[src/rtl/core/stick_rate_expo_shaper_macros.svh]
// ----------------------------------------------------------------------------
// Stick rate expo shaper assertion macros
// Concurrent checks clocked on clk and held off while arst_n is low.
// ----------------------------------------------------------------------------
`ifndef STICK_RATE_EXPO_SHAPER_MACROS_SVH
`define STICK_RATE_EXPO_SHAPER_MACROS_SVH

// Plain property check
`define SRX_ASSERT(lbl, prop, msg) \
	lbl: assert property (@(posedge clk) disable iff (!arst_n) prop) else $error(msg);

// Implication check: cons must follow whenever ante holds
`define SRX_ASSERT_IMP(lbl, ante, cons, msg) \
	`SRX_ASSERT(lbl, (ante) |-> (cons), msg)

`endif

[src/rtl/core/srx_pkg.sv]
// ----------------------------------------------------------------------------
// srx_pkg
// Types, widths and constants shared by the stick rate expo shaper modules.
// ----------------------------------------------------------------------------
package srx_pkg;

	// Stick format: signed, FRAC_BITS fraction bits
	localparam int STICK_BITS = 16;
	localparam int FRAC_BITS  = STICK_BITS - 1;
	localparam int MAG_W      = STICK_BITS;

	// Axis path fixed point: Q24 unsigned magnitudes
	localparam int QF      = 24;
	localparam int Q_W     = QF + 1;
	localparam int A_SHIFT = QF - FRAC_BITS;
	localparam int FLD_W   = 8;
	localparam int LIMF_W  = 16;
	localparam int AC_W    = Q_W + FLD_W;
	localparam int SQD_W   = Q_W + FLD_W;
	localparam int N_W     = 32;
	localparam int EM_W    = 26;
	localparam int G_W     = 28;
	localparam int U_W     = 60;
	localparam int UM_W    = U_W - 1;
	localparam int P5_W    = UM_W + 3;
	localparam int RND_SH  = 43;

	// Expo percent division by a reciprocal, exact for a 32-bit dividend
	localparam int PCT_DIV  = 100;
	localparam int EM_BIAS  = 50;
	localparam int DIV100_K = 38;
	localparam logic [31:0] DIV100_R =
		32'(((64'd1 << DIV100_K) + 64'(PCT_DIV) - 64'd1) / 64'(PCT_DIV));

	// Throttle path
	localparam int THR_SCALE = 255;
	localparam int PCT_W     = 7;
	localparam int K_W       = FRAC_BITS + FLD_W;
	localparam int MK_W      = MAG_W + K_W;
	localparam int NUM_W     = MK_W + PCT_W;
	localparam int THR_SH    = 2 * FRAC_BITS - 15;
	localparam int THR_DIV   = 25500;
	localparam int THR_HALF  = THR_DIV / 2;
	localparam int V_W       = NUM_W - THR_SH;
	localparam int THR_K     = 46;
	localparam logic [31:0] THR_R =
		32'(((64'd1 << THR_K) + 64'(THR_DIV) - 64'd1) / 64'(THR_DIV));

	// Result formats
	localparam int OUT_W = 16;
	localparam int RES_W = 20;

	// Config port
	localparam int CFG_W  = 40;
	localparam int ADDR_W = 3;
	localparam int OP_W   = 2;

	// Derived constants
	localparam logic [Q_W-1:0]     ONE_Q    = Q_W'(1) << QF;
	localparam logic [2*Q_W-1:0]   SQ_RND   = (2*Q_W)'(1) << (QF - 1);
	localparam logic [P5_W-1:0]    OUT_RND  = P5_W'(1) << (RND_SH - 1);
	localparam logic [MAG_W-1:0]   THR_FULL = MAG_W'(1) << FRAC_BITS;
	localparam logic [K_W:0]       THR_K255 = (K_W + 1)'(THR_SCALE) << FRAC_BITS;
	localparam logic [NUM_W-1:0]   THR_RND  = NUM_W'(THR_HALF) << THR_SH;
	localparam logic [RES_W-1:0]   SAT_POS  = RES_W'((2 ** (OUT_W - 1)) - 1);
	localparam logic [RES_W-1:0]   SAT_NEG  = RES_W'(2 ** (OUT_W - 1));

	// Reset values
	localparam logic [CFG_W-1:0] AXIS_RESET      = 40'h07D0000064;
	localparam logic [FLD_W-1:0] THR_CURVE_RESET = 8'd0;
	localparam logic [PCT_W-1:0] THR_PCT_RESET   = 7'd100;

	// Cycles from the accept edge to the result edge
	localparam int PIPE_LAT = 10;

	typedef enum logic [OP_W-1:0] {
		OP_ROLL,
		OP_PITCH,
		OP_YAW,
		OP_THROTTLE
	} op_t;

	typedef enum logic [ADDR_W-1:0] {
		REG_ROLL,
		REG_PITCH,
		REG_YAW,
		REG_THR_CURVE,
		REG_THR_PCT
	} reg_idx_t;

	typedef struct packed {
		logic [2:0][CFG_W-1:0] rate_set;
		logic [FLD_W-1:0]      thr_curve;
		logic [PCT_W-1:0]      thr_pct;
	} cfg_t;

	typedef struct packed {
		logic             vld;
		logic             neg;
		logic             use_lim;
		logic [RES_W-1:0] mag;
		logic [RES_W-1:0] lim;
	} res_t;

endpackage

[src/rtl/core/srx_cfg.sv]
// ----------------------------------------------------------------------------
// srx_cfg
// Configuration register file: three axis rate sets, the throttle curve and the throttle percent.
// ----------------------------------------------------------------------------
module srx_cfg (
	input  logic                       clk,
	input  logic                       arst_n,
	input  logic                       wr,
	input  logic [srx_pkg::ADDR_W-1:0] addr,
	input  logic [srx_pkg::CFG_W-1:0]  data,
	output srx_pkg::cfg_t              cfg
);

	srx_pkg::cfg_t cfg_q;

	// Take a register beat; drop writes past the last register
	always_ff @(posedge clk or negedge arst_n) begin
		if (!arst_n) begin
			cfg_q.rate_set  <= {3{srx_pkg::AXIS_RESET}};
			cfg_q.thr_curve <= srx_pkg::THR_CURVE_RESET;
			cfg_q.thr_pct   <= srx_pkg::THR_PCT_RESET;
		end else if (wr) begin
			case (addr)
				srx_pkg::REG_ROLL:      cfg_q.rate_set[srx_pkg::OP_ROLL]  <= data;
				srx_pkg::REG_PITCH:     cfg_q.rate_set[srx_pkg::OP_PITCH] <= data;
				srx_pkg::REG_YAW:       cfg_q.rate_set[srx_pkg::OP_YAW]   <= data;
				srx_pkg::REG_THR_CURVE: cfg_q.thr_curve <= data[srx_pkg::FLD_W-1:0];
				srx_pkg::REG_THR_PCT:   cfg_q.thr_pct   <= data[srx_pkg::PCT_W-1:0];
				default: begin
				end
			endcase
		end
	end

	assign cfg = cfg_q;

endmodule

[config.mk]
export PLATFORM = sky130hd
export DESIGN_NAME = srx_cfg
export DESIGN_NICKNAME = d
export VERILOG_FILES = /design/src/rtl/core/stick_rate_expo_shaper_macros.svh /design/src/rtl/core/srx_pkg.sv /design/src/rtl/core/srx_cfg.sv
export SDC_FILE = /design/constraint.sdc
export NUM_CORES = 1
export LEC_CHECK = 0
export BUFFER_PORTS_ARGS = -buffer_cell sky130_fd_sc_hd__buf_2
export CORE_ASPECT_RATIO = 1.4
export CORE_UTILIZATION = 35
export CTS_BUF_LIST = sky130_fd_sc_hd__clkbuf_16
export DETAILED_ROUTE_END_ITERATION = 8
export GPL_TIMING_DRIVEN = 0
export PLACE_DENSITY = 0.72
export SLEW_MARGIN = 0
export SYNTH_ARGS = -nofsm -noshare
export SYNTH_HDL_FRONTEND = slang
export SYNTH_SLANG_ARGS = --single-unit
export TNS_END_PERCENT = 5
[constraint.sdc]
create_clock -name clk -period 1 [get_ports clk]
set_clock_uncertainty 0.2 [all_clocks]
set_input_delay 0.1 -clock clk [delete_from_list [all_inputs] [get_ports clk]]
set_output_delay 0.1 -clock clk [all_outputs]
set_load 0.05 [all_outputs]
# --- Word-level counts from Yosys, hierarchy flattened ---
# Cells that the tools add are included.
# Widths: inputs -> output; s select.
totals:
  in_bits: 46
  output_inout_bits: 135
  wordCells: 15
  regBits: 135
classes:
  n_reduce_logical: 6
  n_eq_ne: 4
ops:
  columns: ["cell", "n"]
  rows:
  - ["$reduce_and 2->1", 5]
  - ["$eq 3x2->1 const B", 2]
  - ["$eq 3x1->1 const B", 1]
  - ["$eq 3x3->1 const B", 1]
  - ["$logic_not 3->1", 1]

# --- Depth between registers and ports, before layout ---
logic_depth:
  ltp_word: 2
  depth_mapped: 3
  depth_no_buf: 2

# --- Worst setup path before layout ---
# Ideal clock, no wire load.
synth_path:
  path_type: "input to register"
  from: "in addr[1] (netlist bit)"
  to: "reg cfg_q, in the netlist cfg[15]"
  required_time_ns: 0.675
  setup_slack_ns: -0.329
  arrival_time_ns: 1.004
  path_buffers: 1
  stages: 3
  cell_sequence: "nor4b_4 -> buf_6 -> mux2_2"
synth_between:
  elab_chain_cells: 2
synth_lines:
  columns: ["item", "line", "text"]
  rows:
  - ["start, declared", "srx_cfg.sv:9", "input logic [srx_pkg::ADDR_W-1:0] addr,"]
  - ["$logic_not 3->1", "srx_cfg.sv:23", "case (addr)"]
  - ["$reduce_and 2->1 (no line)", null, null]
  - ["end, declared", "srx_cfg.sv:14", "srx_pkg::cfg_t cfg_q;"]
# Every way passes these cells.
# A chain may end at the register's enable or synchronous reset.

# --- Worst setup path after layout ---
layout_path:
  from: "reg cfg_q, in the netlist cfg[43]"
  to: "out cfg[43] (netlist bit)"
layout_lines:
  columns: ["item", "line", "text"]
  rows:
  - ["end, declared", "srx_cfg.sv:11", "output srx_pkg::cfg_t cfg"]
# No word-level cell between the ends.

==> flow_summary.yaml <==
grt:
  antenna_found_initial: 0
  grt_first_pass_wirelength_um: 21900
  all_layer_gr_usage: 0.189
  vias_in_the_first_global_route: 3957
  gr-total-overflow: 0
  grt_max_degree: 73
logic_synthesis:
  synth_area_mm2: 0.00511
  yosys-top-cells-count: "125 x sky130_fd_sc_hd__mux2_2, 105 x sky130_fd_sc_hd__dfrtp_1, 30 x sky130_fd_sc_hd__dfstp_2"
  postSynthAreaPerCell_um2: 17.8
  synthTopCellsByArea: "sky130_fd_sc_hd__dfrtp_1 51%, sky130_fd_sc_hd__mux2_2 28%, sky130_fd_sc_hd__dfstp_2 15%"
  yosys-mux-area-fraction: 0.297
  yosys.cell_count.top_type: "sky130_fd_sc_hd__mux2_2"
  synthDominantCellAreaShare: 0.514
  synth_simple_gate_area_share: 0.0132
  synth_largest_area_cell: "sky130_fd_sc_hd__dfrtp_1"
  synth_fa_ha_area_frac: 0
  yosysWarnings: 0
  synth-async-reset-ratio: 1.00
  yosys.area_share.xor_xnor: 0
  synth-compound-area-share: 0
  yosys_reg_bits: 135
  yosysSeqAreaShare: 0.668
  synth-edff-count: 0
  synth_top_family_by_area: "multiplexers"
  synth_cells: 288
  synth_flop_type: "sky130_fd_sc_hd__dfrtp_1"
  synth_cell_type_count: 11
  nets_in_the_synthesized_netlist: 334
finish:
  layout-area-overhead-vs-synth_pct: 64.7
  antenna-diode-count: 0
  flip_flop_count_of_the_largest_register_all_copies_and_words_added: 135
  ff_latch_area_mm2: 0.00342
  multiInputGateArea_mm2: 0.00173
  nFillCells: 1018
  drive_above_1_share: 0.706
  finalNetCount: 578
clock_network:
  worst_setup_hold_path_clk_slew_ps: 60
  cts_root_buf: "sky130_fd_sc_hd__clkbuf_16"
  cts_buffer_depth: 2
  cts.hold.buffers_added: 40
  cts_max_level: 4
  cts_buffers: 17
  cts_num_sinks: 135
  cts_tree: "yes"
  clk_latency_worst_skew_pair_ps: 390
sta:
  max_slew.worst_pin.slew_ps: 594
  report.final.setup_viol: 263
  timing.setup.tns_ps: -49440
  worst_hold_slack_ps: -499
  final_period_util: 1.40
  final.setup.worst_slack_ps: -402
  finalHoldViolations: 114
  slew-limit-headroom: 0.604
  rsz0062_at_grt: "yes"
  count_of_final_max_slew_check_failures: 0
  clock.fmax_mhz: 713
  layout_min_cycle_time_ps: 1400
detailed_routing:
  routed_wire_length_per_instance_um: 18.7
  vias: 3444
  via_per_inst: 4.72
  detailedRoute.firstIterationViolations: 50
  post-route-drc-count: 0
  detailedRoute.firstPassIterationCount: 4
  post_route_ant_nets: 0
  detail_route.wirelength_um: 13700
die:
  placeable_core_area_mm2: 0.0141
  initial_core_util: 0.363
  die_height_um: 145
  row_count: 51
  die_width_um: 104
  floorplan.die_area_mm2: 0.0151
  pin_count: 181
setup_path:
  cp-startpoint: "cfg[43]$_DFFE_PN1P_"
  critPathMaxStageDelay_ps: 550
  endpoint: "cfg[43]"
  rr_endpoint: "cfg[126]$_DFFE_PN1P_"
  rr_startpoint: "cfg[126]$_DFFE_PN1P_"
  timing.reg2reg.setup_slack_ps: -50
  arrival_ps: 1100
  number_of_cells_on_the_worst_reg_to_reg_path: 2
  slowest_stage: "sky130_fd_sc_hd__dfstp_2"
  critical_path_buffers_and_inverters: 1
  critical-path-top-delay-family: "flip-flops"
  critPathMaxFanout: 2
  critical_path.startpoint_type: "flip-flop"
  critical_path_class: "reg -> out"
  critical_path_depth: 1
  worst-endpoint-required_ps: 700
  timing.critical_path.cells: "buf_8"
  crit_path_end_kind: "output port"
place:
  port_buffers: 180
  gpl.final_weighted_congestion: 0.720
  place_hpwl_um: 8440
power:
  powerDensity_mw_per_mm2: 2750
  static-leakage-power_nw: 3.84
  worst_ir_drop_vdd_mv: 1.26
run_status:
  violations: "hold timing, setup timing"
  run_status: "finished, violations left"
hold_path:
  worst_hold_path_type: "in -> async"
flow_run:
  max_cap_viol_count: 0
[timing repair]
item                                    CTS  global route
hold endpoints to repair                225            63
gates resized for setup                 319            28
pin swaps                                 1             1
buffers inserted                          2             2
endpoints found under the setup margin  270           267
[how the worst min path moves through the flow]
stage              from             endpoint  slack [ps]  depth (start not counted)
2_1_floorplan    arst_n   cfg[0]$_DFFE_PN0P_        -400                          0
3_3_place_gp   data[13]  cfg[68]$_DFFE_PN0P_         150                          2
3_5_place_dp     arst_n  cfg[80]$_DFFE_PN0P_         -70                          1
4_1_cts          arst_n  cfg[80]$_DFFE_PN0P_        -500                          1
5_1_grt          arst_n  cfg[80]$_DFFE_PN0P_        -480                          1
6_report         arst_n  cfg[80]$_DFFE_PN0P_        -500                          1
[stage by stage]
stage | utilization | power [mW] | instances | cell area (µm²) | setup slack, ps
finish | 0.597 | 23.2 | 730 | 8420 | -402
global route | 0.597 | 24.0 | 730 | 8420 | -441
CTS | 0.589 | 23.2 | 728 | 8310 | -421
detailed placement | 0.447 | 14.9 | 654 | 6310 | -637
global placement | 0.445 | 14.7 | 653 | 6270 | -1940
floorplan | - | 13.0 | 288 | 5140 | -329
[layer usage]
| layer | vias up | part of all wire | GRT usage |
|---|---|---|---|
| li1 | 1514 | - | - |
| met1 | 1792 | 0.37 | 0.201 |
| met2 | 118 | 0.57 | 0.354 |
| met3 | 20 | 0.039 | 0.0449 |
| met4 | 0 | 0.020 | 0.0793 |
| met5 | - | 0 | 0 |
[where the power goes]
group | switching (mW) | total, mW | internal, mW
Sequential | 0.993 | 7.88 | 6.89
Combinational | 5.61 | 9.43 | 3.82
Clock | 2.25 | 5.89 | 3.64
[cell families after synthesis]
| logic type | Yosys count |
|---|---|
| buffers and inverters | 13 |
| DFF | 135 |
| muxes | 135 |
| and+or+nand+nor | 5 |
[cell type report]
type,count,area share
Sequential cell,135,0.406
Timing Repair Buffer,225,0.277
Multi-Input combinational cell,140,0.206
Clock buffer,17,0.0505
Tap cell,185,0.0275
Buffer,13,0.0169
Clock inverter,15,0.0165
[placed cells by master, fill, tap and decap left out, drive strengths merged]
master	n
buf	198
dfrtp	105
nor4bb	1
dlygate4sd3	40
mux2	135
inv	2
bufinv	2
clkinv	10
clkbuf	17
dfstp	30
clkinvlp	1
nand4b	1
nor4b	1
and4bb	2
Power figures use the tool's default switching activity.
