**config.mk**
```make
export PLATFORM = sky130hd
export DESIGN_NAME = srx_thr
export DESIGN_NICKNAME = d
export VERILOG_FILES = /design/src/rtl/core/stick_rate_expo_shaper_macros.svh /design/src/rtl/core/srx_pkg.sv /design/src/rtl/core/srx_thr.sv
export SDC_FILE = /design/constraint.sdc
export NUM_CORES = 2
export LEC_CHECK = 0
export BUFFER_PORTS_ARGS = -buffer_cell sky130_fd_sc_hd__buf_2
export CORE_MARGIN = 3
export CORE_UTILIZATION = 64
export CTS_CLUSTER_DIAMETER = 200
export DETAILED_ROUTE_END_ITERATION = 7
export MAX_ROUTING_LAYER = met4
export PLACE_DENSITY = 0.8
export SYNTH_ARGS = -nofsm -noshare
export SYNTH_HDL_FRONTEND = slang
export SYNTH_SLANG_ARGS = --single-unit
```
**constraint.sdc**
```tcl
create_clock -name clk -period 8.8 [get_ports clk]
set_input_delay 0.88 -clock clk [delete_from_list [all_inputs] [get_ports clk]]
set_output_delay 0.88 -clock clk [all_outputs]
set_load 0.02 [all_outputs]
```
**src/rtl/core/stick_rate_expo_shaper_macros.svh**
```systemverilog
// ----------------------------------------------------------------------------
// Stick rate expo shaper assertion macros
// Concurrent checks clocked on clk and held off while arst_n is low.
// ----------------------------------------------------------------------------
`ifndef STICK_RATE_EXPO_SHAPER_MACROS_SVH
`define STICK_RATE_EXPO_SHAPER_MACROS_SVH

// Plain property check
`define SRX_ASSERT(lbl, prop, msg) \
	lbl: assert property (@(posedge clk) disable iff (!arst_n) prop) else $error(msg);

// Implication check: cons must follow whenever ante holds
`define SRX_ASSERT_IMP(lbl, ante, cons, msg) \
	`SRX_ASSERT(lbl, (ante) |-> (cons), msg)

`endif

```
**src/rtl/core/srx_pkg.sv**
```systemverilog
// ----------------------------------------------------------------------------
// srx_pkg
// Types, widths and constants shared by the stick rate expo shaper modules.
// ----------------------------------------------------------------------------
package srx_pkg;

	// Stick format: signed, FRAC_BITS fraction bits
	localparam int STICK_BITS = 16;
	localparam int FRAC_BITS  = STICK_BITS - 1;
	localparam int MAG_W      = STICK_BITS;

	// Axis path fixed point: Q24 unsigned magnitudes
	localparam int QF      = 24;
	localparam int Q_W     = QF + 1;
	localparam int A_SHIFT = QF - FRAC_BITS;
	localparam int FLD_W   = 8;
	localparam int LIMF_W  = 16;
	localparam int AC_W    = Q_W + FLD_W;
	localparam int SQD_W   = Q_W + FLD_W;
	localparam int N_W     = 32;
	localparam int EM_W    = 26;
	localparam int G_W     = 28;
	localparam int U_W     = 60;
	localparam int UM_W    = U_W - 1;
	localparam int P5_W    = UM_W + 3;
	localparam int RND_SH  = 43;

	// Expo percent division by a reciprocal, exact for a 32-bit dividend
	localparam int PCT_DIV  = 100;
	localparam int EM_BIAS  = 50;
	localparam int DIV100_K = 38;
	localparam logic [31:0] DIV100_R =
		32'(((64'd1 << DIV100_K) + 64'(PCT_DIV) - 64'd1) / 64'(PCT_DIV));

	// Throttle path
	localparam int THR_SCALE = 255;
	localparam int PCT_W     = 7;
	localparam int K_W       = FRAC_BITS + FLD_W;
	localparam int MK_W      = MAG_W + K_W;
	localparam int NUM_W     = MK_W + PCT_W;
	localparam int THR_SH    = 2 * FRAC_BITS - 15;
	localparam int THR_DIV   = 25500;
	localparam int THR_HALF  = THR_DIV / 2;
	localparam int V_W       = NUM_W - THR_SH;
	localparam int THR_K     = 46;
	localparam logic [31:0] THR_R =
		32'(((64'd1 << THR_K) + 64'(THR_DIV) - 64'd1) / 64'(THR_DIV));

	// Result formats
	localparam int OUT_W = 16;
	localparam int RES_W = 20;

	// Config port
	localparam int CFG_W  = 40;
	localparam int ADDR_W = 3;
	localparam int OP_W   = 2;

	// Derived constants
	localparam logic [Q_W-1:0]     ONE_Q    = Q_W'(1) << QF;
	localparam logic [2*Q_W-1:0]   SQ_RND   = (2*Q_W)'(1) << (QF - 1);
	localparam logic [P5_W-1:0]    OUT_RND  = P5_W'(1) << (RND_SH - 1);
	localparam logic [MAG_W-1:0]   THR_FULL = MAG_W'(1) << FRAC_BITS;
	localparam logic [K_W:0]       THR_K255 = (K_W + 1)'(THR_SCALE) << FRAC_BITS;
	localparam logic [NUM_W-1:0]   THR_RND  = NUM_W'(THR_HALF) << THR_SH;
	localparam logic [RES_W-1:0]   SAT_POS  = RES_W'((2 ** (OUT_W - 1)) - 1);
	localparam logic [RES_W-1:0]   SAT_NEG  = RES_W'(2 ** (OUT_W - 1));

	// Reset values
	localparam logic [CFG_W-1:0] AXIS_RESET      = 40'h07D0000064;
	localparam logic [FLD_W-1:0] THR_CURVE_RESET = 8'd0;
	localparam logic [PCT_W-1:0] THR_PCT_RESET   = 7'd100;

	// Cycles from the accept edge to the result edge
	localparam int PIPE_LAT = 10;

	typedef enum logic [OP_W-1:0] {
		OP_ROLL,
		OP_PITCH,
		OP_YAW,
		OP_THROTTLE
	} op_t;

	typedef enum logic [ADDR_W-1:0] {
		REG_ROLL,
		REG_PITCH,
		REG_YAW,
		REG_THR_CURVE,
		REG_THR_PCT
	} reg_idx_t;

	typedef struct packed {
		logic [2:0][CFG_W-1:0] rate_set;
		logic [FLD_W-1:0]      thr_curve;
		logic [PCT_W-1:0]      thr_pct;
	} cfg_t;

	typedef struct packed {
		logic             vld;
		logic             neg;
		logic             use_lim;
		logic [RES_W-1:0] mag;
		logic [RES_W-1:0] lim;
	} res_t;

endpackage

```
**src/rtl/core/srx_thr.sv**
```systemverilog
// ----------------------------------------------------------------------------
// srx_thr
// Throttle curve x*(1-a/255*(1-|x|))*pct/100, rounded to Q1.15. Nine stages so
// that it lines up with the axis path.
// ----------------------------------------------------------------------------
module srx_thr (
	input  logic                           clk,
	input  logic                           arst_n,
	input  logic                           in_vld,
	input  logic signed [srx_pkg::STICK_BITS-1:0] stick,
	input  srx_pkg::cfg_t                  cfg,
	output srx_pkg::res_t                  res
);

	logic [srx_pkg::STICK_BITS-1:0] stick_u;
	logic [srx_pkg::MAG_W-1:0]      mag_in;

	assign stick_u = stick;
	assign mag_in  = stick_u[srx_pkg::STICK_BITS-1] ? (~stick_u + 1'b1) : stick_u;

	// Valid chain
	logic vld_s1, vld_s2, vld_s3, vld_s4, vld_s5, vld_s6, vld_s7, vld_s8, vld_s9;

	always_ff @(posedge clk or negedge arst_n) begin
		if (!arst_n) begin
			vld_s1 <= 1'b0;
			vld_s2 <= 1'b0;
			vld_s3 <= 1'b0;
			vld_s4 <= 1'b0;
			vld_s5 <= 1'b0;
			vld_s6 <= 1'b0;
			vld_s7 <= 1'b0;
			vld_s8 <= 1'b0;
			vld_s9 <= 1'b0;
		end else begin
			vld_s1 <= in_vld;
			vld_s2 <= vld_s1;
			vld_s3 <= vld_s2;
			vld_s4 <= vld_s3;
			vld_s5 <= vld_s4;
			vld_s6 <= vld_s5;
			vld_s7 <= vld_s6;
			vld_s8 <= vld_s7;
			vld_s9 <= vld_s8;
		end
	end

	logic sgn_s1, sgn_s2, sgn_s3, sgn_s4, sgn_s5, sgn_s6, sgn_s7, sgn_s8, sgn_s9;
	logic [srx_pkg::MAG_W-1:0] mag_s1, mag_s2;
	logic [srx_pkg::K_W-1:0]   k_s2;
	logic [srx_pkg::MK_W-1:0]  mk_s3;
	logic [srx_pkg::V_W-1:0]   v_s4;
	logic [srx_pkg::RES_W-1:0] r_s5, r_s6, r_s7, r_s8, r_s9;

	logic [srx_pkg::K_W:0]       ak;
	logic [srx_pkg::NUM_W-1:0]   t;
	logic [srx_pkg::V_W+31:0]    vr;

	assign ak = (srx_pkg::K_W+1)'(cfg.thr_curve)
		* (srx_pkg::K_W+1)'(srx_pkg::THR_FULL - mag_s1);
	assign t  = srx_pkg::NUM_W'(mk_s3) * srx_pkg::NUM_W'(cfg.thr_pct) + srx_pkg::THR_RND;
	assign vr = (srx_pkg::V_W+32)'(v_s4) * (srx_pkg::V_W+32)'(srx_pkg::THR_R);

	// Advance the payload every cycle
	always_ff @(posedge clk) begin
		// s1: magnitude
		sgn_s1 <= stick_u[srx_pkg::STICK_BITS-1];
		mag_s1 <= mag_in;

		// s2: curve factor 255*full - a*(full-|x|)
		k_s2   <= srx_pkg::K_W'(srx_pkg::THR_K255 - ak);
		mag_s2 <= mag_s1;
		sgn_s2 <= sgn_s1;

		// s3: magnitude times curve factor
		mk_s3  <= srx_pkg::MK_W'(mag_s2) * srx_pkg::MK_W'(k_s2);
		sgn_s3 <= sgn_s2;

		// s4: apply percent, add half divisor, drop exact low bits
		v_s4   <= srx_pkg::V_W'(t >> srx_pkg::THR_SH);
		sgn_s4 <= sgn_s3;

		// s5: divide by 25500 through the reciprocal
		r_s5   <= srx_pkg::RES_W'(vr >> srx_pkg::THR_K);
		sgn_s5 <= sgn_s4;

		// s6..s9: hold alignment with the axis path
		r_s6   <= r_s5;
		r_s7   <= r_s6;
		r_s8   <= r_s7;
		r_s9   <= r_s8;
		sgn_s6 <= sgn_s5;
		sgn_s7 <= sgn_s6;
		sgn_s8 <= sgn_s7;
		sgn_s9 <= sgn_s8;
	end

	assign res.vld     = vld_s9;
	assign res.neg     = sgn_s9;
	assign res.use_lim = 1'b0;
	assign res.mag     = r_s9;
	assign res.lim     = '0;

endmodule

```
Yosys cells after proc, flatten, opt, wreduce, memory -nomap -nowiden
Index checks and enable logic that the tools add are counted.
{ "word_totals": {"output_inout_bits": 43, "ff_bits": 228, "wordCells": 39, "inputBits": 154} }
{ "classes": {"bitwise_logic": 1, "n_mul": 4, "addsub": 4, "muxes": 1} }
{ "ops": {"columns": ["cell", "n"], "rows": [
  ["$mul A31 B30 Y61 const B", 1],
  ["$add A46 B29 Y46 const B", 1],
  ["$mul A39 B7 Y46", 1],
  ["$mul A16 B23 Y39", 1],
  ["$mul A9 B17 Y23", 1],
  ["$sub A23 B23 Y23 const A", 1],
  ["$sub A16 B16 Y17 const A", 1],
  ["$add A16 B1 Y16 const B", 1],
  ["$not A16 Y16", 1],
  ["$mux W15", 1]
]} }

Logic depth before layout (Yosys ltp)
{ "logic_depth": {"ltp_word": 3, "ltp_mapped": 26, "mapped_depth_nobuf": 26} }

Worst setup path before layout
No wires, ideal clock.
{ "synth_timing": {"path_kind": "register to register", "start": "reg v_s4[12] in the netlist's numbering", "end": "reg r_s5[15] in the netlist's numbering", "synth_period_minus_slack_ns": 6.785, "t_arrival_ns": 6.713, "path_stages_with_launch": 23, "setup_time_ns": 0.072, "slack_ns": 2.015, "t_required_ns": 8.728, "path_cell_list": "dfxtp_1 inv_1 fa_1 inv_1 fa_1 ha_1 fa_1 fa_1 fa_1 fa_1 ha_1 ha_1 a21o_1 a21oi_1 o21ai_0 or4bb_1 a21oi_2 nor3_1 o41a_1 a41o_1 a211o_1 a21oi_2 xnor2_1"} }
{ "synth_between": {"elab_chain_cells": 1} }
{ "synth_lines": {"columns": ["item", "line_no", "text"], "rows": [
  ["start, declared", "srx_thr.sv:52", "logic [srx_pkg::V_W-1:0] v_s4;"],
  ["start signal, assigned", "srx_thr.sv:80", "v_s4 <= srx_pkg::V_W'(t >> srx_pkg::THR_SH);"],
  ["$mul A31 B30 Y61", "srx_thr.sv:62", "assign vr = (srx_pkg::V_W+32)'(v_s4) * (srx_pkg::V_W+32)'(srx_pkg::THR_R);"],
  ["named net vr, one bit", "srx_thr.sv:57", "logic [srx_pkg::V_W+31:0] vr;"],
  ["end signal, assigned", "srx_thr.sv:84", "r_s5 <= srx_pkg::RES_W'(vr >> srx_pkg::THR_K);"],
  ["end, declared", "srx_thr.sv:53", "logic [srx_pkg::RES_W-1:0] r_s5, r_s6, r_s7, r_s8, r_s9;"]
]} }
The timed path passes the listed nets, and every way through them passes these cells.
A chain may end at the register's enable or synchronous reset.

Final worst setup path
{ "layout_timing": {"start": "reg v_s4[7] in the netlist's numbering", "end": "reg r_s5[15] in the netlist's numbering"} }
Same word-level chain as after synthesis.

==> results_dict.tcl <==
set metrics [dict create \
    fp.dieH_um 265.3 \
    numCtsBuffers 28 \
    synth-seq-area-share_pct 10.71 \
    setup_tns_ps 0 \
    clockBufferDepth 3 \
    preCtsSetupSlack_ps 1016 \
    area_growth_pct 4.618 \
    first_pass_iters 5 \
    synth_area_um2 43020 \
    cp.required_ps 9290 \
    synth_flop_cell "dfxtp_1" \
    cts_resized 0 \
    first_global_vias 31760 \
    clk_latency_ps 580 \
    synth_cell_types 59 \
    synth_top_cell_by_area "fa_1" \
    status "completed" \
    rsz0062_at_grt "no" \
    arrival_ps 8360 \
    grt_pass1_wl_mm 159.1 \
    via_count 28540 \
    layout_commonest_cell "inv_1" \
    fin_cells 5202 \
    dp_hpwl_mm 77.86 \
    grt.overflow.total 0 \
    hold_path.class "input port to asynchronous set/reset pin" \
    clock-sinks 228 \
    totalWireLength_mm 93.84 \
    crit_fanout 7 \
    grt.total_usage_pct 29.09 \
    worst_pin_slew_ps 1080 \
    critPathLaunchType "flop" \
    ys_warn_count 0 \
    wire_per_inst_um 18.04 \
    fmax_mhz 127.1 \
    r2r-end "r_s5[15]" \
    slew_violations 0 \
    portBuffers 52 \
    nets 6011 \
    slew-limit-headroom_pct 27.90 \
    ys_ff_latch 228 \
    cts_setup_buffers 0 \
    synth-edff-count 0 \
    first_iter_violations 1814 \
    skew_ps 18.87 \
    rr_worst_depth 24 \
    setup_ws_ps 931.9 \
    path_clk_slew_ps 60 \
    cts_hold_buf 0 \
    period_share_pct 89.41 \
    globalplace.congestion 1.009 \
    final_cell_mix "inv_1 (1022), fa_1 (900), ha_1 (641), nand2_1 (440), and2_1 (394)" \
    antenna_found_initial 1 \
    syn_area_per_cell_um2 9.966 \
    grt_start_max_net_pins 40 \
    setup_viol 0 \
    io_pins 197 \
    crit_type "flop to flop" \
    drc 0 \
    placed_cell_area_um2 44020 \
    die_w_um 265.3 \
    synth.top_cell.area_share_pct 41.88 \
    synthTopCellsByArea "fa_1 (42%), ha_1 (19%), dfxtp_1 (10%)" \
    start_util_pct 64.97 \
    rows 94 \
    fillers 4972 \
    placedCellCount 5150 \
    min_period_ps 7868 \
    post_drt_via_cell_ratio 5.486 \
    cts_root_buf "clkbuf_16" \
    die-area_um2 70370 \
    end_kind "flop" \
    reg2reg_setup_slack_ps 930 \
    cts_tree "built" \
    postRouteAntennaNets 0 \
    final_cell_area_um2 45010 \
    fp.coreArea_um2 66220 \
    hold_viol_final 0 \
    postSynth.asyncResetShare_pct 3.947 \
    ctsHtreeMaxLevel 1 \
    synthCells 4317 \
    drv_cap 0 \
    drive_gt1_share_pct 3.044 \
    r2r-start "v_s4[7]" \
]
==> through the flow <==
| stage | utilization (%) | hold WS (ps) |
|---|---|---|
| after floorplan | - | 309.6 |
| after global placement | 66.48 | 309.8 |
| after detailed placement | 66.48 | 312.1 |
| after CTS | 67.97 | 135.1 |
| after global routing | 67.98 | 152.8 |
| final | 67.98 | 153.0 |
==> synth_stat cells (all sizes together) (3+ instances only) <==
cell type	count
ha	641
a41oi	4
or2	6
or3	8
nor2	43
a21boi	5
o21ai	46
o31ai	6
a2111oi	5
a311o	4
a31o	3
a211o	4
nor3	19
o211ai	3
and2	394
nand3	19
nand2	440
dfrtp	9
a211oi	9
nor2b	11
xnor2	102
nand4	13
nor4b	3
buf	28
clkbuf	96
and3	11
nand2b	8
o21a	11
inv	1022
a31oi	8
a21oi	81
nor4	4
xor2	39
a21o	56
fa	900
dfxtp	219
o21bai	11
a311oi	3
a221oi	3
==> cell families after synthesis <==
kind of cell | share of synthesized area (%)
fa+ha+maj | 60.52
buf+inv | 10.23
simple gates | 11.51
compound gates | 4.150
flops | 10.71
xor+xnor | 2.870
other cells | 0.008716
==> routing by layer <==
layer | vias up | routed length, µm | part of all wire [%] | GRT usage, %
met5 | - | 0 | 0 | -
met4 | 0 | 3108 | 3.3 | 8.285
met3 | 221 | 5842 | 6.2 | 3.311
met2 | 911 | 47220 | 50 | 49.94
met1 | 14440 | 37670 | 40 | 36.78
li1 | 12970 | - | - | -
==> registers in the layout (all words and copies together), names as in the netlist, 16 cells and up <==
signal  cells
k_s2       23
r_s5       17
r_s8       17
r_s7       17
mk_s3      39
r_s9       17
r_s6       17
v_s4       31
mag_s1     16
mag_s2     16
==> worst max path at each step <==
stage	start	endpoint	slack, ps	depth (start not counted)
4_1_cts	v_s4[7]	r_s5[15]	950	24
3_5_place_dp	v_s4[9]	r_s5[15]	1020	23
3_3_place_gp	v_s4[9]	r_s5[15]	1130	23
6_report	v_s4[7]	r_s5[15]	930	24
5_1_grt	v_s4[7]	r_s5[15]	660	24
2_1_floorplan	v_s4[12]	r_s5[15]	2010	22
==> area by class of cell <==
type                       count  area, µm²  share of cell area, %
timing repair buffer          70      395.4                 0.8784
sequential                   228       4609                  10.24
clock inverter                19      239.0                 0.5309
clock buffer                  32      745.7                  1.657
inverter                    1022       3836                  8.523
tap                          864       1081                  2.402
multi-input combinational   2966      34100                  75.76
antenna                        1      2.502               0.005560
==> worst max-delay path: stages (launching register included) <==
cell and delay [ps]:
dfxtp_1 640, inv_1 270, fa_1 580, inv_1 50, fa_1 580, ha_1 180
inv_1 50, fa_1 470, inv_1 60, fa_1 580, fa_1 450, fa_1 460
ha_1 290, ha_1 290, nand4_1 240, nor2_1 80, and3_1 220, or4bb_1 530
a21oi_2 200, nor3_1 130, o41a_1 470, a41o_1 350, a211o_1 320, a21oi_2 160
xnor2_1 130
Power is not shown: default switching activity piles up to over one toggle a cycle in this logic, so the estimate is an artifact.
