File: config.mk
export PLATFORM = sky130hd
export DESIGN_NAME = srx_pack
export DESIGN_NICKNAME = d
export VERILOG_FILES = /design/src/rtl/core/stick_rate_expo_shaper_macros.svh /design/src/rtl/core/srx_pkg.sv /design/src/rtl/core/srx_pack.sv
export SDC_FILE = /design/constraint.sdc
export NUM_CORES = 1
export LEC_CHECK = 0
export ABC_AREA = 1
export BUFFER_PORTS_ARGS = -buffer_cell sky130_fd_sc_hd__buf_2
export CAP_MARGIN = 0
export CORE_UTILIZATION = 54
export CTS_BUF_LIST = sky130_fd_sc_hd__clkbuf_4
export CTS_CLUSTER_SIZE = 8
export DETAILED_ROUTE_END_ITERATION = 10
export GPL_ROUTABILITY_DRIVEN = 0
export PLACE_DENSITY = 0.9
export SLEW_MARGIN = 20
export SYNTH_ARGS = -nofsm -noshare
export SYNTH_HDL_FRONTEND = slang
export SYNTH_SLANG_ARGS = --single-unit
File: constraint.sdc
create_clock -name clk -period 0.8 [get_ports clk]
set_input_delay 0.16 -clock clk [delete_from_list [all_inputs] [get_ports clk]]
set_output_delay 0.16 -clock clk [all_outputs]
set_load 0.01 [all_outputs]
File: src/rtl/core/stick_rate_expo_shaper_macros.svh
// ----------------------------------------------------------------------------
// Stick rate expo shaper assertion macros
// Concurrent checks clocked on clk and held off while arst_n is low.
// ----------------------------------------------------------------------------
`ifndef STICK_RATE_EXPO_SHAPER_MACROS_SVH
`define STICK_RATE_EXPO_SHAPER_MACROS_SVH

// Plain property check
`define SRX_ASSERT(lbl, prop, msg) \
	lbl: assert property (@(posedge clk) disable iff (!arst_n) prop) else $error(msg);

// Implication check: cons must follow whenever ante holds
`define SRX_ASSERT_IMP(lbl, ante, cons, msg) \
	`SRX_ASSERT(lbl, (ante) |-> (cons), msg)

`endif

File: src/rtl/core/srx_pkg.sv
// ----------------------------------------------------------------------------
// srx_pkg
// Types, widths and constants shared by the stick rate expo shaper modules.
// ----------------------------------------------------------------------------
package srx_pkg;

	// Stick format: signed, FRAC_BITS fraction bits
	localparam int STICK_BITS = 16;
	localparam int FRAC_BITS  = STICK_BITS - 1;
	localparam int MAG_W      = STICK_BITS;

	// Axis path fixed point: Q24 unsigned magnitudes
	localparam int QF      = 24;
	localparam int Q_W     = QF + 1;
	localparam int A_SHIFT = QF - FRAC_BITS;
	localparam int FLD_W   = 8;
	localparam int LIMF_W  = 16;
	localparam int AC_W    = Q_W + FLD_W;
	localparam int SQD_W   = Q_W + FLD_W;
	localparam int N_W     = 32;
	localparam int EM_W    = 26;
	localparam int G_W     = 28;
	localparam int U_W     = 60;
	localparam int UM_W    = U_W - 1;
	localparam int P5_W    = UM_W + 3;
	localparam int RND_SH  = 43;

	// Expo percent division by a reciprocal, exact for a 32-bit dividend
	localparam int PCT_DIV  = 100;
	localparam int EM_BIAS  = 50;
	localparam int DIV100_K = 38;
	localparam logic [31:0] DIV100_R =
		32'(((64'd1 << DIV100_K) + 64'(PCT_DIV) - 64'd1) / 64'(PCT_DIV));

	// Throttle path
	localparam int THR_SCALE = 255;
	localparam int PCT_W     = 7;
	localparam int K_W       = FRAC_BITS + FLD_W;
	localparam int MK_W      = MAG_W + K_W;
	localparam int NUM_W     = MK_W + PCT_W;
	localparam int THR_SH    = 2 * FRAC_BITS - 15;
	localparam int THR_DIV   = 25500;
	localparam int THR_HALF  = THR_DIV / 2;
	localparam int V_W       = NUM_W - THR_SH;
	localparam int THR_K     = 46;
	localparam logic [31:0] THR_R =
		32'(((64'd1 << THR_K) + 64'(THR_DIV) - 64'd1) / 64'(THR_DIV));

	// Result formats
	localparam int OUT_W = 16;
	localparam int RES_W = 20;

	// Config port
	localparam int CFG_W  = 40;
	localparam int ADDR_W = 3;
	localparam int OP_W   = 2;

	// Derived constants
	localparam logic [Q_W-1:0]     ONE_Q    = Q_W'(1) << QF;
	localparam logic [2*Q_W-1:0]   SQ_RND   = (2*Q_W)'(1) << (QF - 1);
	localparam logic [P5_W-1:0]    OUT_RND  = P5_W'(1) << (RND_SH - 1);
	localparam logic [MAG_W-1:0]   THR_FULL = MAG_W'(1) << FRAC_BITS;
	localparam logic [K_W:0]       THR_K255 = (K_W + 1)'(THR_SCALE) << FRAC_BITS;
	localparam logic [NUM_W-1:0]   THR_RND  = NUM_W'(THR_HALF) << THR_SH;
	localparam logic [RES_W-1:0]   SAT_POS  = RES_W'((2 ** (OUT_W - 1)) - 1);
	localparam logic [RES_W-1:0]   SAT_NEG  = RES_W'(2 ** (OUT_W - 1));

	// Reset values
	localparam logic [CFG_W-1:0] AXIS_RESET      = 40'h07D0000064;
	localparam logic [FLD_W-1:0] THR_CURVE_RESET = 8'd0;
	localparam logic [PCT_W-1:0] THR_PCT_RESET   = 7'd100;

	// Cycles from the accept edge to the result edge
	localparam int PIPE_LAT = 10;

	typedef enum logic [OP_W-1:0] {
		OP_ROLL,
		OP_PITCH,
		OP_YAW,
		OP_THROTTLE
	} op_t;

	typedef enum logic [ADDR_W-1:0] {
		REG_ROLL,
		REG_PITCH,
		REG_YAW,
		REG_THR_CURVE,
		REG_THR_PCT
	} reg_idx_t;

	typedef struct packed {
		logic [2:0][CFG_W-1:0] rate_set;
		logic [FLD_W-1:0]      thr_curve;
		logic [PCT_W-1:0]      thr_pct;
	} cfg_t;

	typedef struct packed {
		logic             vld;
		logic             neg;
		logic             use_lim;
		logic [RES_W-1:0] mag;
		logic [RES_W-1:0] lim;
	} res_t;

endpackage

File: src/rtl/core/srx_pack.sv
// ----------------------------------------------------------------------------
// srx_pack
// Final stage: pick the live path, clamp to the rate limit, saturate to
// 16 bits and register the result beat.
// ----------------------------------------------------------------------------
module srx_pack (
	input  logic                             clk,
	input  logic                             arst_n,
	input  srx_pkg::res_t                    axis_res,
	input  srx_pkg::res_t                    thr_res,
	output logic                             done,
	output logic signed [srx_pkg::OUT_W-1:0] shaped_value,
	output logic                             was_clamped
);

	srx_pkg::res_t             sel;
	logic                      vld;
	logic                      over_lim;
	logic [srx_pkg::RES_W-1:0] m1;
	logic                      neg;
	logic                      sat;
	logic [srx_pkg::RES_W-1:0] m2;
	logic [srx_pkg::OUT_W-1:0] val;

	// Pick the path, clamp, then saturate
	always_comb begin
		sel      = axis_res.vld ? axis_res : thr_res;
		vld      = axis_res.vld | thr_res.vld;
		over_lim = sel.use_lim && (sel.mag > sel.lim);
		m1       = over_lim ? sel.lim : sel.mag;
		neg      = sel.neg && (m1 != '0);
		sat      = neg ? (m1 > srx_pkg::SAT_NEG) : (m1 > srx_pkg::SAT_POS);
		m2       = sat ? (neg ? srx_pkg::SAT_NEG : srx_pkg::SAT_POS) : m1;
		val      = neg ? srx_pkg::OUT_W'(~m2 + 1'b1) : srx_pkg::OUT_W'(m2);
	end

	logic                      done_s10;
	logic                      clamped_s10;
	logic [srx_pkg::OUT_W-1:0] value_s10;

	// Result strobe and flag
	always_ff @(posedge clk or negedge arst_n) begin
		if (!arst_n) begin
			done_s10    <= 1'b0;
			clamped_s10 <= 1'b0;
		end else begin
			done_s10    <= vld;
			clamped_s10 <= vld && (over_lim || sat);
		end
	end

	// Result value
	always_ff @(posedge clk) begin
		value_s10 <= val;
	end

	assign done         = done_s10;
	assign was_clamped  = clamped_s10;
	assign shaped_value = $signed(value_s10);

endmodule

==> reports/qor.yml, run 1 <==
status: "aborted with a tool error"
stop_stage: "clock tree synthesis (4_1_cts)"
first-error: "[ERROR DPL-0038] Utilization greater than 100%, impossible to legalize"
syn_area_mm2: 0.00242
ios: 106
hold_buffers: 1
yosys.area.top_type: "nand2_1"
ys_ff_latch: 18
ys_warn_count: 0
dp_hpwl_mm: 7.25
synth_fp_nets: 514
synthCells: 405
start_util_pct: 58.4
die_h_um: 69.0
die_width_um: 69.0
ys_seq_area_share_pct: 15.3
syn_area_per_cell_um2: 5.98
htree_levels: 1
cts_setup_buffers: 8
cts.sinks: 18
placementRows: 23
cts-buffers-inserted: 3
clock_path_buffers: 2
synthTopCellsByArea: "nand2_1 (26%), dfxtp_1 (13%), ha_1 (11%), mux2i_1 (9.1%), inv_1 (6.5%)"
post_dp_cell_area_mm2: 0.00368
port_buffers: 105
yosysTopAreaCellShare_pct: 25.7
ys_types: 31
cts_resized: 104
dp.cells: 635
cts-root-buf: "clkbuf_4"
## stage by stage
stage          setup slack [ns]  hold slack, ns
2_1_floorplan             -2.69          -0.136
3_5_place_dp              -3.02         -0.0541
3_3_place_gp              -2.66         -0.0559
## synthesized netlist by cell type (all sizes together)
cell and number:
nor3 2, ha 21, inv 43, nand2 177, nor2 34, nand3 18
mux2i 22, clkbuf 2, a21boi 1, a21oi 9, buf 10, o21ai 28
clkinv 1, or2 7, and2 1, nand4 5, a21o 1, dfxtp 16
nand3b 5, dfrtp 2
## cell families after synthesis
kind of cell | after synthesis | share of synthesized area (%)
compound gates | 39 | 8.73
fa+ha+maj | 21 | 10.9
buf+inv | 56 | 10.3
flops | 18 | 15.3
mux | 22 | 9.10
simple gates | 249 | 45.7
==> inputs of run 2 (changes only) <==
Settings changed: CORE_UTILIZATION 54 to 40, CTS_BUF_LIST sky130_fd_sc_hd__clkbuf_4 to default, CTS_CLUSTER_SIZE 8 to default, PLACE_DENSITY 0.9 to default, PLACE_DENSITY_LB_ADDON from default to 0.15.
==> run 2 against run 1 <==
The flow now finishes, with violations (setup timing). Synthesized area is the same. Synthesized cell count did not move.
==> reports/qor.yml, run 2 <==
placementRows: 27
power_frac_clock_pct: 12.7
cts_tree: "built"
die_h_um: 79.8
setup_ws_ns: -2.52
ys.flop_type: "dfxtp_1"
dr.pass1.iters: 4
cts.sinks: 18
num_vias: 3344
wl_per_cell_um: 12.8
die_area_mm2: 0.00637
fmax_ghz: 0.301
diodes: 0
ys_ff_latch: 18
core-area_mm2: 0.00568
switching_share_pct: 40.3
crit_buf_inv: 6
drive_above_1_share_pct: 57.2
synthTopCellsByArea: "nand2_1 (26%), dfxtp_1 (13%), ha_1 (11%), mux2i_1 (9.1%), inv_1 (6.5%)"
yosysTopAreaCellShare_pct: 25.7
yosys.area.top_type: "nand2_1"
synth_common_cells: "nand2_1 (166), inv_1 (42), nor2_1 (28)"
synthCells: 405
cp_data_arrival_time_ns: 3.48
cp_top_family: "simple AND/OR/NAND/NOR gates"
p_sw_w: 0.00235
drtAntennaViolNets: 0
fin_crit_sh_pct: 415
layout_common_cells: "nand2_1 (125), buf_2 (97), buf_4 (93), nand2_2 (41), inv_1 (36)"
worstPathRequired_ns: 0.96
finalCriticalPeriod_ns: 3.32
cp_common_cell: "nand2_2"
start_util_pct: 42.7
syn2layout_area_growth_pct: 89.1
grt_setup_unrepaired: "yes"
power-per-cell-area_mw_per_mm2: 1280
crit_fanout: 10
startpoint_type: "input pin"
nets: 725
synth_top_family_by_area: "simple AND/OR/NAND/NOR gates"
die_width_um: 79.8
status: "finished, violations left"
place_ws_ns: -2.82
setup_viol: 35
p_total_w: 0.00584
track_usage_pct: 25.5
drtIter0Drc: 130
internal_power_w: 0.00349
relSlewSlack_pct: 79.3
grt_max_degree: 17
synthArstFlopShare_pct: 11.1
endpoint: "shaped_value[10]"
p_seq_share_pct: 19.4
maxSlewViolCount: 0
overflow: 0
port_buffers: 105
synthAdderAreaFrac_pct: 10.9
drt-total-wl_mm: 8.77
syn_area_mm2: 0.00242
yosysMostFrequentCell: "nand2_1"
finalSetupTns_ns: -40.29
hp-class: "in2reg"
endpoint_kind: "flip-flop"
synth_mux_area_share_pct: 9.10
cp_num_cells: 31
comb_power_share_pct: 68.0
ys_types: 31
htree_levels: 1
largest_register_ffs: 16
cts-root-buf: "clkbuf_8"
hold_viol: 0
clkTransAtPathRegs_ns: 0.07
startpoint: "axis_res[42]"
clock_path_buffers: 2
synthXorXnorAreaFrac_pct: 0
crit_type: "in2reg"
cts-buffers-inserted: 3
post-route-drc-count: 0
ys_seq_area_share_pct: 15.3
grt_pass1_vias: 3152
drv_cap: 0
worst_pin_slew_ns: 0.302
grt_pass1_wl_mm: 13.1
synth_fp_nets: 514
synth_compound_area_share_pct: 8.73
final_common_cell: "nand2_1"
dp_hpwl_mm: 5.85
max-vdd-ir-drop_uv: 1260
antenna_found_initial: 0
ys_warn_count: 0
synth_edf_count: 0
ios: 106
slowest_stage: "ha_1"
yosys.area_share.simple_pct: 45.7
viasPerCell: 4.87
syn_area_per_cell_um2: 5.98
critPathMaxStageDelay_ns: 0.30
failed_checks: "setup timing"
p_leak_nw: 2.49
-- run 2: cell counts after synthesis --
Identical to the previous run, type by type.
-- run 2: through the flow --
step,hold slack [ns],instance area (µm²),cells,util (%)
3_5_place_dp,-0.0536,3750,661,66.1
3_3_place_gp,-0.0549,3750,661,66.1
5_1_grt,0.125,4580,687,80.7
2_1_floorplan,-0.136,2550,405,-
6_report,0.109,4580,687,80.7
4_1_cts,0.113,4150,674,73.2
-- run 2: what timing repair did --
item	in CTS	in global routing
hold buffers	1	0
cloned	3	2
hold endpoints to repair	2	0
resized for setup	61	82
setup buffers	5	11
setup endpoints to repair	35	35
pin swaps	19	22
-- run 2: worst min path at each step --
| stage | slack [ns] | end | cells past startpoint | start |
|---|---|---|---|---|
| after global routing | 0.12 | done | 2 | thr_res[42] |
| after CTS | 0.11 | done | 2 | thr_res[42] |
| after global placement | -0.05 | done | 1 | arst_n |
| final | 0.11 | done | 2 | thr_res[42] |
| after detailed placement | -0.05 | was_clamped | 1 | arst_n |
| after floorplan | -0.14 | done | 0 | arst_n |
-- run 2: power groups by stage --
stage / Combinational [W] / Clock (W) / Sequential (W)
after floorplan: 0.00159 / 0 / 0.00122
after global placement: 0.00292 / 0 / 0.00111
after detailed placement: 0.00299 / 0 / 0.00112
after CTS: 0.00335 / 0.000736 / 0.00110
after global routing: 0.00433 / 0.000777 / 0.00115
final: 0.00397 / 0.000740 / 0.00113
-- run 2: routing by layer --
layer	wire [µm]	track usage [%]
met2	4590	47.8
met3	322	1.94
met4	207	9.46
met5	0	0
met1	3650	29.9
-- run 2: layout make-up --
class	instances	area (µm²)
Sequential cell	18	379
Timing Repair Buffer	217	1570
Multi-Input combinational cell	332	2300
Clock buffer	4	55.1
Inverter	44	178
Fill cell	388	1100
Tap cell	72	90.1
-- run 2: cells by family (layout without fill, tap and decap cells) --
group	after synthesis	count (layout)
compound gates	39	39
buf+inv	56	265
flops	18	18
fa+ha+maj	21	21
mux	22	22
simple gates	249	250
(Power assumes the default switching activity.)
==> inputs of run 3 (changes only) <==
Settings changed: CORE_MARGIN from default to 1.5.
==> run 3 against run 2 <==
The flow still finishes with violations (setup timing). Sequential share of layout area shrank 0.43 points. Sequential power is essentially flat. Via count grew 8.6%. Clock power shrank 11%. Non-clock buffer count grew 10. Die area grew 2.5%. First-iteration DRC count grew 5.4%. Cell count grew 2.0%. Wire length grew 18%. Fmax shrank 6.2%. Hold slack lost 0.0055 ns. Final area grew 5.4%. Critical path type unchanged. Largest cell class unchanged. Highest routed layer unchanged.
==> reports/qor.yml, run 3 (same netlist as run 2, synthesis figures left out) <==
status: "finished, violations left"
failed_checks: "setup timing"
num_vias: 3633
hp-class: "in2reg"
clock_path_buffers: 2
cts_tree: "built"
layout_common_cells: "nand2_1 (125), buf_4 (105), buf_2 (97), nand2_2 (34), inv_1 (34)"
track_usage_pct: 26.4
cp_common_cell: "nand2_2"
hold_viol: 0
critPathMaxStageDelay_ns: 0.28
drive_above_1_share_pct: 59.9
endpoint: "shaped_value[10]"
diodes: 0
wl_per_cell_um: 14.8
p_leak_nw: 2.60
cts-buffers-inserted: 3
maxSlewViolCount: 0
largest_register_ffs: 16
start_util_pct: 41.1
overflow: 0
drv_cap: 0
utilization_pct: 82.0
worst_pin_slew_ns: 0.347
dp.cells: 656
grt_pass1_vias: 3221
core-area_mm2: 0.00589
drtIter0Drc: 137
grt_pass1_wl_mm: 13.5
post_dp_cell_area_mm2: 0.00373
max-vdd-ir-drop_uv: 1040
cts-root-buf: "clkbuf_8"
endpoint_kind: "flip-flop"
drt-total-wl_mm: 10.4
finalInstanceArea_mm2: 0.00483
fmax_ghz: 0.282
timing.hold.ws_ns: 0.104
power-per-cell-area_mw_per_mm2: 1300
startpoint: "axis_res[42]"
relSlewSlack_pct: 76.2
setup_viol: 35
cts.sinks: 18
post-route-drc-count: 0
antenna_found_initial: 0
viasPerCell: 5.18
final_common_cell: "nand2_1"
grt_max_degree: 17
worstPathRequired_ns: 0.95
die_area_mm2: 0.00653
drtAntennaViolNets: 0
dp_hpwl_mm: 5.73
slowest_stage: "mux2i_4"
setup_ws_ns: -2.74
p_total_w: 0.00627
ios: 106
die_width_um: 80.8
crit_type: "in2reg"
nFillCells: 339
stdcell_count: 701
cp_data_arrival_time_ns: 3.70
dr.pass1.iters: 4
grt_setup_unrepaired: "yes"
nets: 736
port_buffers: 105
fin_crit_sh_pct: 443
startpoint_type: "input pin"
clkTransAtPathRegs_ns: 0.07
syn2layout_area_growth_pct: 99.4
crit_fanout: 7
finalCriticalPeriod_ns: 3.54
htree_levels: 1
placementRows: 28
die_h_um: 80.8
==> run 3: changes by cell type in the layout (fill, tap and decap cells not counted), moves of 3 or more <==
cell,before,now
nand2_4,10,18
ha_1,16,10
o21ai_1,8,11
a21oi_2,0,3
buf_12,1,6
buf_4,93,105
buf_6,20,12
nand2_2,41,34
nand3_1,11,8
mux2i_2,7,4
ha_4,5,10
==> run 3: area by class of cell <==
type                    instances  area, µm²  share of cell area, %
clock buffers                   4       45.0                  0.933
inverters                      44        178                   3.68
well taps                      75       93.8                   1.94
flip-flops and latches         18        379                   7.85
multi-input cells             333       2450                   50.8
repair buffers                227       1680                   34.8
==> run 3: worst max-delay path, delay by kind of cell <==
family	cells	cell delay, ns
buffers and inverters	4	0.39
AOI/OAI and AO/OA	3	0.50
and+or+nand+nor	19	1.94
muxes	1	0.28
adders and majority gates	2	0.40
==> run 3: timing repair <==
item | 4_1_cts | 5_1_grt
pin swaps | 31 | 25
hold buffers | 1 | 0
cloned | 5 | 1
hold endpoints to repair | 2 | 0
endpoints found under the setup margin | 35 | 35
resized for setup | 94 | 74
setup buffers | 22 | 13
==> run 3: through the flow <==
step / TNS, ns / worst slack [ns]
after floorplan: -40.51 / -2.69
after global placement: -45.37 / -2.87
after detailed placement: -46.48 / -2.95
after CTS: -38.55 / -2.38
after global routing: -46.62 / -2.86
final: -44.19 / -2.74
==> run 3: power breakdown <==
part,internal (W),switching (W)
clock,0.000355,0.000303
combinational,0.00223,0.00225
sequential,0.00108,0.0000500
==> run 3: how the worst min path moves through the flow <==
| stage | endpoint | from | cells after the start |
|---|---|---|---|
| final | done | thr_res[42] | 2 |
| after global routing | done | thr_res[42] | 2 |
| after CTS | done | thr_res[42] | 2 |
| after detailed placement | was_clamped | arst_n | 1 |
| after global placement | done | arst_n | 1 |
| after floorplan | done | arst_n | 0 |
==> run 3: metal layers <==
metal  part of all wire, %  vias up  global-route usage [%]
met5                     0        -                       0
met4                   5.0        0                    13.4
met3                   4.1       46                    2.02
met2                    53      164                    51.4
met1                    38     1682                    27.8
li1                      -     1741                       -
